### config.mk
export PLATFORM = sky130hd
export DESIGN_NAME = periodic_timer_scheduler_core
export DESIGN_NICKNAME = d
export VERILOG_FILES = /design/src/rtl/core/ptsch_pkg.sv /design/src/rtl/core/ptsch_ram.sv /design/src/rtl/core/periodic_timer_scheduler_core.sv
export SDC_FILE = /design/constraint.sdc
export NUM_CORES = 2
export LEC_CHECK = 0
export ABC_AREA = 0
export BUFFER_PORTS_ARGS = -buffer_cell sky130_fd_sc_hd__buf_2
export CORE_ASPECT_RATIO = 2
export CORE_MARGIN = 4
export CORE_UTILIZATION = 63
export CTS_CLUSTER_SIZE = 24
export DETAILED_ROUTE_END_ITERATION = 8
export MAX_ROUTING_LAYER = met4
export PLACE_DENSITY = 0.88
export REMOVE_ABC_BUFFERS = 1
export SYNTH_ARGS = -nofsm -noshare
export SYNTH_HDL_FRONTEND = slang
export SYNTH_HIERARCHICAL = 1
export SYNTH_SLANG_ARGS = --single-unit
### constraint.sdc
create_clock -name clk -period 10.4 [get_ports clk]
set_input_delay 1.56 -clock clk [delete_from_list [all_inputs] [get_ports clk]]
set_output_delay 1.56 -clock clk [all_outputs]
set_load 0.1 [all_outputs]
### src/rtl/core/ptsch_pkg.sv
// ----------------------------------------------------------------------------
// ptsch_pkg
// Shared codes and widths for the periodic timer scheduler.
// ----------------------------------------------------------------------------
`timescale 1ns / 1ps

package ptsch_pkg;

  // request opcodes
  localparam logic [2:0] OP_TICK   = 3'd0;
  localparam logic [2:0] OP_ADD    = 3'd1;
  localparam logic [2:0] OP_CANCEL = 3'd2;
  localparam logic [2:0] OP_QUERY  = 3'd3;
  localparam logic [2:0] OP_STOP   = 3'd4;

  // result codes
  localparam logic [2:0] EV_FIRED       = 3'd0;
  localparam logic [2:0] EV_ADDED       = 3'd1;
  localparam logic [2:0] EV_REJ_ARMED   = 3'd2;
  localparam logic [2:0] EV_REJ_STOPPED = 3'd3;
  localparam logic [2:0] EV_CANCELLED   = 3'd4;
  localparam logic [2:0] EV_NOT_FOUND   = 3'd5;
  localparam logic [2:0] EV_QUERY       = 3'd6;
  localparam logic [2:0] EV_STOPPED     = 3'd7;

  // most firings reported for one tick
  localparam int MAX_RESULTS = 16;
  localparam int CNT_W       = $clog2(MAX_RESULTS + 1);

  // fixed field widths
  localparam int ID_W  = 4;
  localparam int PER_W = 24;

  typedef logic [2:0] code_t;

endpackage

### src/rtl/core/ptsch_ram.sv
// ----------------------------------------------------------------------------
// ptsch_ram
// Generic simple dual-port RAM, one write port, one registered read port.
// ----------------------------------------------------------------------------
`timescale 1ns / 1ps

module ptsch_ram #(
  parameter int WIDTH = 8,
  parameter int DEPTH = 16
) (
  input  logic                     clk,
  input  logic                     we,
  input  logic [$clog2(DEPTH)-1:0] waddr,
  input  logic [WIDTH-1:0]         wdata,
  input  logic [$clog2(DEPTH)-1:0] raddr,
  output logic [WIDTH-1:0]         rdata
);

  logic [WIDTH-1:0] mem [DEPTH];

  // write and registered read
  always_ff @(posedge clk) begin
    if (we) begin
      mem[waddr] <= wdata;
    end
    rdata <= mem[raddr];
  end

endmodule

### src/rtl/core/periodic_timer_scheduler_core.sv
// ----------------------------------------------------------------------------
// periodic_timer_scheduler_core
// Timer slot table: add/cancel/query/stop requests and ticks that fire due
// slots in due-time order, re-arming periodic slots.
//
//   channel  dir  tdata                                   tuser       tlast
//   s_axis   in   task_id,delay,period,resched,fixed_rate opcode      -
//   m_axis   out  slot_out,answer                         event_res   last
//
// Add, cancel, query and stop go via the response state to the output register
// under output backpressure. A tick scans once per fired slot, plus a final scan
// unless the firing limit is hit; each scan reads every slot's due time through
// the single RAM read port. Reset clears time, armed bits and halt; the slot RAM
// needs no clearing. A new request is taken only when the previous one has fully
// finished; a stalled result beat holds the sequencer in place.
// ----------------------------------------------------------------------------
`timescale 1ns / 1ps

module periodic_timer_scheduler_core #(
  parameter int SLOTS     = 16,
  parameter int TIME_BITS = 32
) (
  input  logic        clk,
  input  logic        rst,
  input  logic        s_axis_tvalid,
  output logic        s_axis_tready,
  input  logic [55:0] s_axis_tdata,  // task_id, delay, period, reschedule, fixed_rate
  input  logic [2:0]  s_axis_tuser,  // opcode
  output logic        m_axis_tvalid,
  input  logic        m_axis_tready,
  output logic [7:0]  m_axis_tdata,  // slot_out, answer
  output logic [2:0]  m_axis_tuser,  // event_res
  output logic        m_axis_tlast   // last
);

  localparam int SW = $clog2(SLOTS);
  localparam int CW = SW + 1;
  localparam int TB = TIME_BITS;
  localparam int DW = TB + ptsch_pkg::PER_W + 1;
  localparam logic [TB-1:0] THALF = {1'b1, {(TB-1){1'b0}}};
  localparam logic [CW-1:0] SLOTS_C = CW'(SLOTS);

  localparam logic [2:0] ST_IDLE   = 3'd0;
  localparam logic [2:0] ST_SCAN   = 3'd1;
  localparam logic [2:0] ST_DECIDE = 3'd2;
  localparam logic [2:0] ST_FLUSH  = 3'd3;
  localparam logic [2:0] ST_RESP   = 3'd4;

  // input fields
  logic [2:0]                  op;
  logic [ptsch_pkg::ID_W-1:0]  id;
  logic [ptsch_pkg::PER_W-1:0] in_delay;
  logic [ptsch_pkg::PER_W-1:0] in_period;
  logic                        in_resched;
  logic                        in_frate;

  assign op         = s_axis_tuser;
  assign id         = s_axis_tdata[3:0];
  assign in_delay   = s_axis_tdata[27:4];
  assign in_period  = s_axis_tdata[51:28];
  assign in_resched = s_axis_tdata[52];
  assign in_frate   = s_axis_tdata[53];

  // control state
  logic [2:0]                  state;
  logic [TB-1:0]               time_now;
  logic [SLOTS-1:0]            armed;
  logic [SLOTS-1:0]            done;
  logic                        halted;
  logic [CW-1:0]               scan_idx;
  logic                        rd_vld;
  logic [SW-1:0]               rd_slot;
  logic                        found;
  logic                        have_pend;
  logic [ptsch_pkg::CNT_W-1:0] cnt;

  // best candidate of the current scan
  logic [SW-1:0]               best_slot;
  logic [TB-1:0]               best_key;
  logic [TB-1:0]               best_due;
  logic [ptsch_pkg::PER_W-1:0] best_per;
  logic                        best_rate;
  logic [SW-1:0]               pend_slot;

  // single-result response
  logic [ptsch_pkg::ID_W-1:0] resp_slot;
  ptsch_pkg::code_t           resp_ev;
  logic                       resp_ans;

  // output register
  logic                       m_valid;
  logic [ptsch_pkg::ID_W-1:0] m_slot;
  ptsch_pkg::code_t           m_ev;
  logic                       m_ans;
  logic                       m_last;

  assign m_axis_tvalid = m_valid;
  assign m_axis_tdata  = {3'b000, m_ans, m_slot};
  assign m_axis_tuser  = m_ev;
  assign m_axis_tlast  = m_last;

  logic accept, can_emit, proceed, out_load;
  assign s_axis_tready = (state == ST_IDLE);
  assign accept        = s_axis_tvalid && s_axis_tready;
  assign can_emit      = !m_valid || m_axis_tready;
  assign proceed       = !have_pend || can_emit;

  // a result beat enters the output register this cycle
  assign out_load = ((state == ST_DECIDE) && proceed && have_pend) ||
                    (((state == ST_FLUSH) || (state == ST_RESP)) && can_emit);

  // request slot decode
  logic [SW-1:0] id_idx;
  logic          id_ok;
  logic          add_ok;
  assign id_idx = SW'(id);
  assign id_ok  = (9'(id) < 9'(SLOTS));
  assign add_ok = !halted && id_ok && (!armed[id_idx] || in_resched);

  // slot RAM: {rate mode, period, due}
  logic          ram_we;
  logic [SW-1:0] ram_waddr;
  logic [DW-1:0] ram_wdata;
  logic [DW-1:0] ram_rdata;

  ptsch_ram #(.WIDTH(DW), .DEPTH(SLOTS)) u_slot_ram (
    .clk   (clk),
    .we    (ram_we),
    .waddr (ram_waddr),
    .wdata (ram_wdata),
    .raddr (scan_idx[SW-1:0]),
    .rdata (ram_rdata)
  );

  // scan evaluation of the slot read last cycle
  logic [TB-1:0]               rd_due;
  logic [ptsch_pkg::PER_W-1:0] rd_per;
  logic                        rd_rate;
  logic [TB-1:0]               rd_key;
  logic                        cand;
  assign rd_due  = ram_rdata[TB-1:0];
  assign rd_per  = ram_rdata[TB+ptsch_pkg::PER_W-1:TB];
  assign rd_rate = ram_rdata[DW-1];
  assign rd_key  = rd_due - time_now + THALF;
  assign cand    = rd_vld && armed[rd_slot] && !done[rd_slot] && (rd_key <= THALF)
                   && (!found || rd_key < best_key);

  // RAM write: new slot on add, re-arm on firing
  always_comb begin
    ram_we    = 1'b0;
    ram_waddr = id_idx;
    ram_wdata = {in_frate, in_period, time_now + TB'(in_delay)};
    if (state == ST_IDLE) begin
      ram_we = accept && (op == ptsch_pkg::OP_ADD) && add_ok;
    end else if (state == ST_DECIDE) begin
      ram_we    = proceed && found && (best_per != '0);
      ram_waddr = best_slot;
      ram_wdata = {best_rate, best_per,
                   (best_rate ? best_due : time_now) + TB'(best_per)};
    end
  end

  // sequencer
  always_ff @(posedge clk) begin
    if (rst) begin
      state     <= ST_IDLE;
      time_now  <= '0;
      armed     <= '0;
      done      <= '0;
      halted    <= 1'b0;
      scan_idx  <= '0;
      rd_vld    <= 1'b0;
      found     <= 1'b0;
      have_pend <= 1'b0;
      cnt       <= '0;
      m_valid   <= 1'b0;
    end else begin
      if (out_load) begin
        m_valid <= 1'b1;
      end else if (m_valid && m_axis_tready) begin
        m_valid <= 1'b0;
      end
      rd_vld  <= (state == ST_SCAN) && (scan_idx < SLOTS_C);
      rd_slot <= scan_idx[SW-1:0];
      unique case (state)
        ST_IDLE: begin
          if (accept) begin
            resp_slot <= (op == ptsch_pkg::OP_STOP) ? '0 : id;
            resp_ans  <= (op == ptsch_pkg::OP_QUERY) && id_ok && !halted && armed[id_idx];
            unique case (op)
              ptsch_pkg::OP_TICK: begin
                time_now  <= time_now + 1'b1;
                done      <= '0;
                cnt       <= '0;
                have_pend <= 1'b0;
                scan_idx  <= '0;
                found     <= 1'b0;
                state     <= ST_SCAN;
              end
              ptsch_pkg::OP_ADD: begin
                if (halted) begin
                  resp_ev <= ptsch_pkg::EV_REJ_STOPPED;
                end else if (!id_ok) begin
                  resp_ev <= ptsch_pkg::EV_NOT_FOUND;
                end else if (!add_ok) begin
                  resp_ev <= ptsch_pkg::EV_REJ_ARMED;
                end else begin
                  resp_ev        <= ptsch_pkg::EV_ADDED;
                  armed[id_idx]  <= 1'b1;
                end
                state <= ST_RESP;
              end
              ptsch_pkg::OP_CANCEL: begin
                if (!halted && id_ok && armed[id_idx]) begin
                  armed[id_idx] <= 1'b0;
                  resp_ev       <= ptsch_pkg::EV_CANCELLED;
                end else begin
                  resp_ev <= ptsch_pkg::EV_NOT_FOUND;
                end
                state <= ST_RESP;
              end
              ptsch_pkg::OP_QUERY: begin
                if (id_ok) begin
                  resp_ev <= ptsch_pkg::EV_QUERY;
                end else begin
                  resp_ev <= ptsch_pkg::EV_NOT_FOUND;
                end
                state <= ST_RESP;
              end
              ptsch_pkg::OP_STOP: begin
                armed     <= '0;
                halted    <= 1'b1;
                resp_ev   <= ptsch_pkg::EV_STOPPED;
                state     <= ST_RESP;
              end
              default: ;
            endcase
          end
        end
        // one pass over all slots, keeping the earliest due one
        ST_SCAN: begin
          if (scan_idx < SLOTS_C) begin
            scan_idx <= scan_idx + 1'b1;
          end
          if (cand) begin
            found     <= 1'b1;
            best_slot <= rd_slot;
            best_key  <= rd_key;
            best_due  <= rd_due;
            best_per  <= rd_per;
            best_rate <= rd_rate;
          end
          if (scan_idx == SLOTS_C && !rd_vld) begin
            state <= ST_DECIDE;
          end
        end
        // report the previous firing, take the new one
        ST_DECIDE: begin
          if (proceed) begin
            if (have_pend) begin
              m_slot  <= ptsch_pkg::ID_W'(pend_slot);
              m_ev    <= ptsch_pkg::EV_FIRED;
              m_ans   <= 1'b0;
              m_last  <= !found;
            end
            if (found) begin
              pend_slot       <= best_slot;
              have_pend       <= 1'b1;
              done[best_slot] <= 1'b1;
              if (best_per == '0) begin
                armed[best_slot] <= 1'b0;
              end
              cnt <= cnt + 1'b1;
              if (cnt == ptsch_pkg::CNT_W'(ptsch_pkg::MAX_RESULTS - 1)) begin
                state <= ST_FLUSH;
              end else begin
                scan_idx <= '0;
                found    <= 1'b0;
                state    <= ST_SCAN;
              end
            end else begin
              have_pend <= 1'b0;
              state     <= ST_IDLE;
            end
          end
        end
        ST_FLUSH: begin
          if (can_emit) begin
            m_slot    <= ptsch_pkg::ID_W'(pend_slot);
            m_ev      <= ptsch_pkg::EV_FIRED;
            m_ans     <= 1'b0;
            m_last    <= 1'b1;
            have_pend <= 1'b0;
            state     <= ST_IDLE;
          end
        end
        ST_RESP: begin
          if (can_emit) begin
            m_slot  <= resp_slot;
            m_ev    <= resp_ev;
            m_ans   <= resp_ans;
            m_last  <= 1'b1;
            state   <= ST_IDLE;
          end
        end
        default: state <= ST_IDLE;
      endcase
    end
  end

  // checks
  a_cnt_bound: assert property (@(posedge clk) disable iff (rst)
    cnt <= ptsch_pkg::CNT_W'(ptsch_pkg::MAX_RESULTS))
    else $error("firing count beyond limit");

  a_read_in_scan: assert property (@(posedge clk) disable iff (rst)
    rd_vld |-> state == ST_SCAN)
    else $error("scan read outside scan");

  a_stop_clears: assert property (@(posedge clk) disable iff (rst)
    accept && op == ptsch_pkg::OP_STOP |=> armed == '0 && halted)
    else $error("stop left a slot armed");

  a_fire_armed: assert property (@(posedge clk) disable iff (rst)
    state == ST_DECIDE && found |-> armed[best_slot] && !done[best_slot])
    else $error("firing an unarmed or finished slot");

endmodule
* After elaboration in Yosys (flattened, before gate mapping)
Memory sizes are Yosys's and may differ from the RTL's. A register that Yosys moved wholly into a read port is not among the register bits.
Index checks and enable logic that the tools add are counted.
** Storage, ports and cells
- Memory bits (writable) :: 912
- Output and inout bits :: 14
- Input bits :: 63
- ROM bits :: 0
- Memories kept :: 1
- Bits in latches :: 0
- Word-level logic and storage cells :: 222
- Register bits after elaboration :: 200
** Cells by class
- Add/subtract/negate cells :: 7
- Magnitude comparators :: 8
- Bitwise gates (word level) :: 7
- $mul :: 0
- Mux-type cells :: 85
- Divide/modulo/power cells :: 0
- Reductions and logical operators :: 61
- Eq/ne operators :: 28
- Shift-type cells :: 0
** Memories
- u_slot_ram.mem :: depth 16, bits a word 57, read ports 1, clocked after memory_dff 1, wr ports 1, RTL line ptsch_ram.sv:19 : logic [WIDTH-1:0] mem [DEPTH];
** Operators by type and width (number)
- two-way mux 16 bit :: 11
- two-way mux 57 bit :: 2
- adder 32 x 24 -> 32 bit :: 2
- case mux 16 bit (2 select lines) :: 2
- case mux 16 bit (3 select lines) :: 1
- two-way mux 5 bit :: 8
- adder 32 x 1 -> 32 bit, second input constant :: 1
- adder 32 bit, second input constant :: 1
- bitwise AND 16 bit :: 2
- less-or-equal comparator 32 bit, second input constant :: 1
- less-than comparator 32 bit :: 1
- two-way mux 32 bit :: 1
- inverter 16 bit :: 2
- OR 16 bit :: 2
- subtractor 32 bit :: 1
- two-way mux 1 bit :: 27
- AND reduction 5 bit :: 5
- zero test 24 bit :: 1
- two-way mux 3 bit :: 8
- two-way mux 4 bit :: 6
- case mux 3 bit (4 select lines) :: 2
- nonzero test 24 bit :: 1
- logical AND 1 bit :: 21
- less-than comparator 4 x 5 -> 1 bit, second input constant :: 3
- 37 further kinds :: 84

* Depth between registers and ports, before layout
- Depth after elaboration :: 10
- Mapped depth :: 21
- Depth with buffers taken out :: 21

* Cells and area by module
The synthesis kept the hierarchy.
** By module, submodules not included
- ptsch_ram :: instances 1, sequential area each 28527.4 sq um, area each 35253.8 sq um, cells an instance 1470
- periodic_timer_scheduler_core :: instances 1, sequential area each 5185.0 sq um, area each 14667.8 sq um, cells an instance 1712

* Worst setup path after synthesis
Ideal clock, no wire load.
- Kind :: register to register
- From :: register state[0]
- To :: memory u_slot_ram/mem[0][0] (netlist name) (enable)
- Clock period less this slack :: 9.026 ns
- Library setup time :: 0.542 ns
- Path slack :: 1.374 ns
- Required time :: 9.858 ns
- Stages on the path, launching flop included :: 8
- Arrival :: 8.484 ns
- Path buffers :: 1
- Cell sequence :: dfxtp_1 clkbuf_1 nor3_1 nand2_1 or4b_2 o22ai_1 or3b_2 nor3_1
** Between the ends
- Word-level cells in the longest chain between the ends :: 7
- Elaborated cells on any way between the ends :: 11
- Classes of those cells :: 1 x eq/ne; 6 x mux; 4 x reduce/logical
** Ends and longest elaborated chain
- from (decl) :: RTL line periodic_timer_scheduler_core.sv:65 : logic [2:0] state;
- from (signal assigned) :: RTL line periodic_timer_scheduler_core.sv:166 : state <= ST_IDLE;
- from (signal assigned) :: RTL line periodic_timer_scheduler_core.sv:198 : state <= ST_SCAN;
- from (signal assigned) :: RTL line periodic_timer_scheduler_core.sv:211 : state <= ST_RESP;
- zero test 3 bit * :: RTL line periodic_timer_scheduler_core.sv:103 : assign s_axis_tready = (state == ST_IDLE);
- via s_axis_tready :: RTL line periodic_timer_scheduler_core.sv:26 : output logic s_axis_tready,
- logical AND 1 bit :: RTL line periodic_timer_scheduler_core.sv:104 : assign accept = s_axis_tvalid && s_axis_tready;
- logical AND 1 bit (2 in series) :: RTL line periodic_timer_scheduler_core.sv:154 : ram_we = accept && (op == ptsch_pkg::OP_ADD) && add_ok;
- two-way mux 1 bit * :: RTL line periodic_timer_scheduler_core.sv:153 : if (state == ST_IDLE) begin
- via ram_we :: RTL line periodic_timer_scheduler_core.sv:121 : logic ram_we;
- two-way mux 1 bit * :: RTL line ptsch_ram.sv:23 : if (we) begin
- two-way mux 1 bit (not written as such) * :: RTL line ptsch_ram.sv:24 : mem[waddr] <= wdata;
- to (decl) :: RTL line ptsch_ram.sv:19
The timed path passes the listed nets; every way through them passes the cells marked *.

* Final worst setup path
- From :: register time_now[17]
- To :: register best_due[3] (enable)
** Between the ends
- Word-level cells in the longest chain between the ends :: 6
- Elaborated cells on any way between the ends :: 8
- Classes of those cells :: 2 x add/sub; 2 x order compare; 4 x reduce/logical
** Ends and longest elaborated chain
- from (decl) :: RTL line periodic_timer_scheduler_core.sv:66 : logic [TB-1:0] time_now;
- from (signal assigned) :: RTL line periodic_timer_scheduler_core.sv:192 : time_now <= time_now + 1'b1;
- subtractor 32 bit * :: RTL line periodic_timer_scheduler_core.sv:144 : assign rd_key = rd_due - time_now + THALF;
- adder 32 bit * :: RTL line periodic_timer_scheduler_core.sv:144
- via rd_key[30] :: RTL line periodic_timer_scheduler_core.sv:139 : logic [TB-1:0] rd_key;
- less-or-equal comparator 32 bit / less-than comparator 32 bit (equally long branches) :: RTL line periodic_timer_scheduler_core.sv:145, periodic_timer_scheduler_core.sv:146
- logical AND 1 bit / logical OR 1 bit (equally long branches) :: RTL line periodic_timer_scheduler_core.sv:145, periodic_timer_scheduler_core.sv:146
- logical AND 1 bit * :: RTL line periodic_timer_scheduler_core.sv:146 : && (!found || rd_key < best_key);
- AND reduction 3 bit (no source line) *
- to (signal assigned) :: RTL line periodic_timer_scheduler_core.sv:249 : best_due <= rd_due;
- to (decl) :: RTL line periodic_timer_scheduler_core.sv:80 : logic [TB-1:0] best_due;
Marks and branches as above.
A chain may end at the register's enable or synchronous reset.

==> impl_results.md <==
* Pre-antenna DRT Iters at 8
* CTS Hold Buffers Added at 0
* DRT Wirelength at 132 mm
* Initial antenna violation count at 7
* P_leak at 18.1 nW
* Clock Latency Late Sink at 710 ps
* Crit-path cells: inv_1 > ha_1 > ha_1 > nand4_1 > or2_2 > a211oi_1 > nor3_1 > o31ai_1 > a221oi_1 > xnor2_1 > ha_1 > nand4_1 > nor2_1 > a211oi_1 > o21ai_0 > a31oi_1 > and3_4 > buf_4
* Clock share of power at 40.1%
* Highest clock rate at 155 MHz
* Design area at 54700 µm²
* Resized Gates After CTS at 0
* Synth Area in XOR/XNOR at 1.72%
* Congestion Overflow GR at 0
* Wirelength per Cell at 30.1 µm
* # H-tree levels at 3
* Combinational power share at 4.7%
* CP max-delay cell: buf_4
* CTS max path bufs at 3
* Crit path max fanout at 61
* Avg Cell Area, Syn at 15.7 µm²
* Synth Cell Area at 49900 µm²
* Final setup viols at 0
* Area leader, netlist: edfxtp_1
* Share of the synthesized area in the top cell type at 62.0%
* Die Ht at 406 µm
* PwrDens at 170 nW/µm²
* CP Launch Type: register
* VDD IR max at 0.175 mV
* Unrepaired setup endpoints after global routing: false
* Post-Synth Simple-Gate Area at 6.51%
* Measured slew at the worst slew-check pin at 1310 ps
* Post-Synth Adder-Cell Area at 3.73%
* Starting Density at 63.7%
* Minimum clock period at 6460 ps
* Core Region at 78400 µm²
* Layout Nets at 3466
* Synth async-reset ratio at 0%
* Worst hold slack at 404 ps
* Area contributors post-synth: edfxtp_1, mux4_2, dfxtp_1
* Final hold vios at 0
* Clock skew at 22.1 ps
* Vias in the first global route at 31400
* Fin util at 69.8%
* Total number of vias at 30700
* Synth Instances at 3182
* RePlAce Congestion at 0.942
* Netlist cell types at 72
* PortBufs at 71
* Post-synthesis mux area share at 10.8%
* CTS tree: yes
* Area delta synth->final at 9.63%
* Slew HR at 12.7%
* Pin count of the biggest net entering global routing at 102
* Setup slack, reg-to-reg at 3940 ps
* Die Span X at 207 µm
* CP Capture Type: register
* Placed Area at 51500 µm²
* DIE AREA at 84100 µm²
* Layout cell share with drive strength beyond 1 at 17.0%
* Top-count cell post-synth: edfxtp_1
* # rows at 145
* DRC viols at 0
* Io pins at 77
* # clock sinks at 1169
* Internal power at 7.29 mW
* Total Routing Usage GR at 31.9%
* Yosys warns at 6
* # Max-Cap Violations at 0
* Via density at 7.01
* Post-DP HPWL at 73.7 mm
* Sequential fraction of the synthesis area at 67.5%
* Register bit total from synthesis at 1169
* Compound-Gate Fraction of Synth Area at 7.50%
* Switching Fraction at 21.6%
* CTS Buf Count at 93
* First-pass GRT wire length at 195 mm
* Root Buffer: clkbuf_16
* Final period util at 62.2%
* Number of routed nets with antenna violations at 0
* Post-CTS Repair Setup Buffers at 0
* P_sw at 2.01 mW
* Drt initial violations at 4294
* Top_reg_cell synth: edfxtp_1
* Sequential power share at 55.3%
* Outcome: completed
* Post-synth EDFFs at 1030
* Worst path max stage delay at 900 ps
* Post-synth top cells: edfxtp_1, nand2_1, mux4_2, nor2_1, ha_1
* Worst hold path type: register to register
* Critical path type: register to register
* Final Max Tran Viols at 0
* Worst Path Arrival at 6780 ps
* CP required at 10720 ps
* Largest family of logic cells by synthesized area: multiplexers
* Clock transition at path regs at 70 ps
* Cell mode on critical path: ha_1
==> power groups by stage <==
stage                     clock network [mW]  logic (mW)  registers, mW
after detailed placement                   0       0.424           5.24
final                                   3.73       0.434           5.14
after global routing                    3.95       0.470           5.14
after global placement                     0       0.407           5.24
after floorplan                            0       0.311           5.27
after CTS                               3.75       0.429           5.14
==> sequential cells by signal (all words and copies together), names as in the netlist, 3 cells and up <==
name	count
armed	16
best_due	32
best_key	32
best_per	24
best_slot	4
cnt	5
done	16
m_axis_tuser	3
m_slot	4
pend_slot	4
rd_slot	4
resp_ev	3
resp_slot	4
scan_idx	5
state	3
time_now	32
u_slot_ram/mem	912
u_slot_ram/rdata	57
==> critical path: cells and delay by family (launching register included) <==
kind	cells	cell delay (ps)
and+or+nand+nor	6	1550
xor gates and xnor gates	1	340
DFF	1	380
AOI/OAI and AO/OA	6	1600
adders and majority gates	3	1110
buffers and inverters	2	1030
==> metal layers <==
metal | global-route usage, % | vias to the layer above | part of all wire, %
met2 | 53.0 | 2382 | 50
li1 | - | 12600 | -
met3 | 5.44 | 657 | 11
met5 | - | - | 0
met1 | 37.0 | 15000 | 31
met4 | 18.2 | 0 | 7.3
==> final timing paths <==
| kind | start | endpoint | depth (start not counted) |
|---|---|---|---|
| worst min-delay path | u_slot_ram/rdata[39]$_DFF_P_ | best_per[7]$_DFFE_PP_ | 0 |
| worst min register to register | u_slot_ram/rdata[39]$_DFF_P_ | best_per[7]$_DFFE_PP_ | 0 |
| worst max register to register | time_now[17]$_SDFFE_PP0P_ | best_due[3]$_DFFE_PP_ | 18 |
| worst max-delay path | time_now[17]$_SDFFE_PP0P_ | best_due[3]$_DFFE_PP_ | 18 |
==> kinds of logic after synthesis <==
| kind of cell | after synthesis |
|---|---|
| compound gates | 574 |
| xor+xnor | 98 |
| fa+ha+maj | 148 |
| other cells | 1 |
| mux | 248 |
| simple gates | 691 |
| buf+inv | 253 |
| flops | 1169 |
==> cell usage in the layout (no fill, tap or decap), types with 12 or more instances in the layout <==
cell / instances
o31ai_1: 12
a31oi_1: 22
nor4_1: 23
dfxtp_1: 137
nand2_1: 271
buf_4: 61
clkbuf_16: 95
nor2_4: 14
a211oi_1: 21
xnor2_1: 65
clkinv_2: 14
ha_1: 140
a21o_1: 40
nor3_1: 29
nand2b_1: 26
and2_1: 15
xor2_1: 33
mux4_2: 233
clkbuf_1: 17
nand3_1: 30
a22oi_1: 116
or3_1: 21
nand4_1: 20
o311ai_0: 13
nand3b_1: 12
o21ai_1: 18
o21a_1: 20
nor3b_1: 13
edfxtp_1: 1030
nor2_1: 142
a21oi_1: 134
o21ai_0: 99
nor2b_1: 19
buf_2: 71
inv_1: 101
and3_1: 16
==> area by class of cell <==
cell class	count	area [µm²]
multi-input combinational	1762	15300
clock buffer	122	2580
clock inverter	53	628
sequential	1169	33700
fill	4674	23600
inverter	101	379
timing repair buffer	133	833
antenna	8	20.0
tap	1029	1290
==> per-stage QoR <==
step	power, mW	cells	setup TNS, ps	setup slack, ps
6_report	9.30	4377	0	3940
5_1_grt	9.56	4371	0	3710
4_1_cts	9.32	4369	0	4050
3_5_place_dp	5.67	4194	0	4120
3_3_place_gp	5.65	4194	0	4170
2_1_floorplan	5.58	3032	-5420	-420
Power figures use the tool's default switching activity.
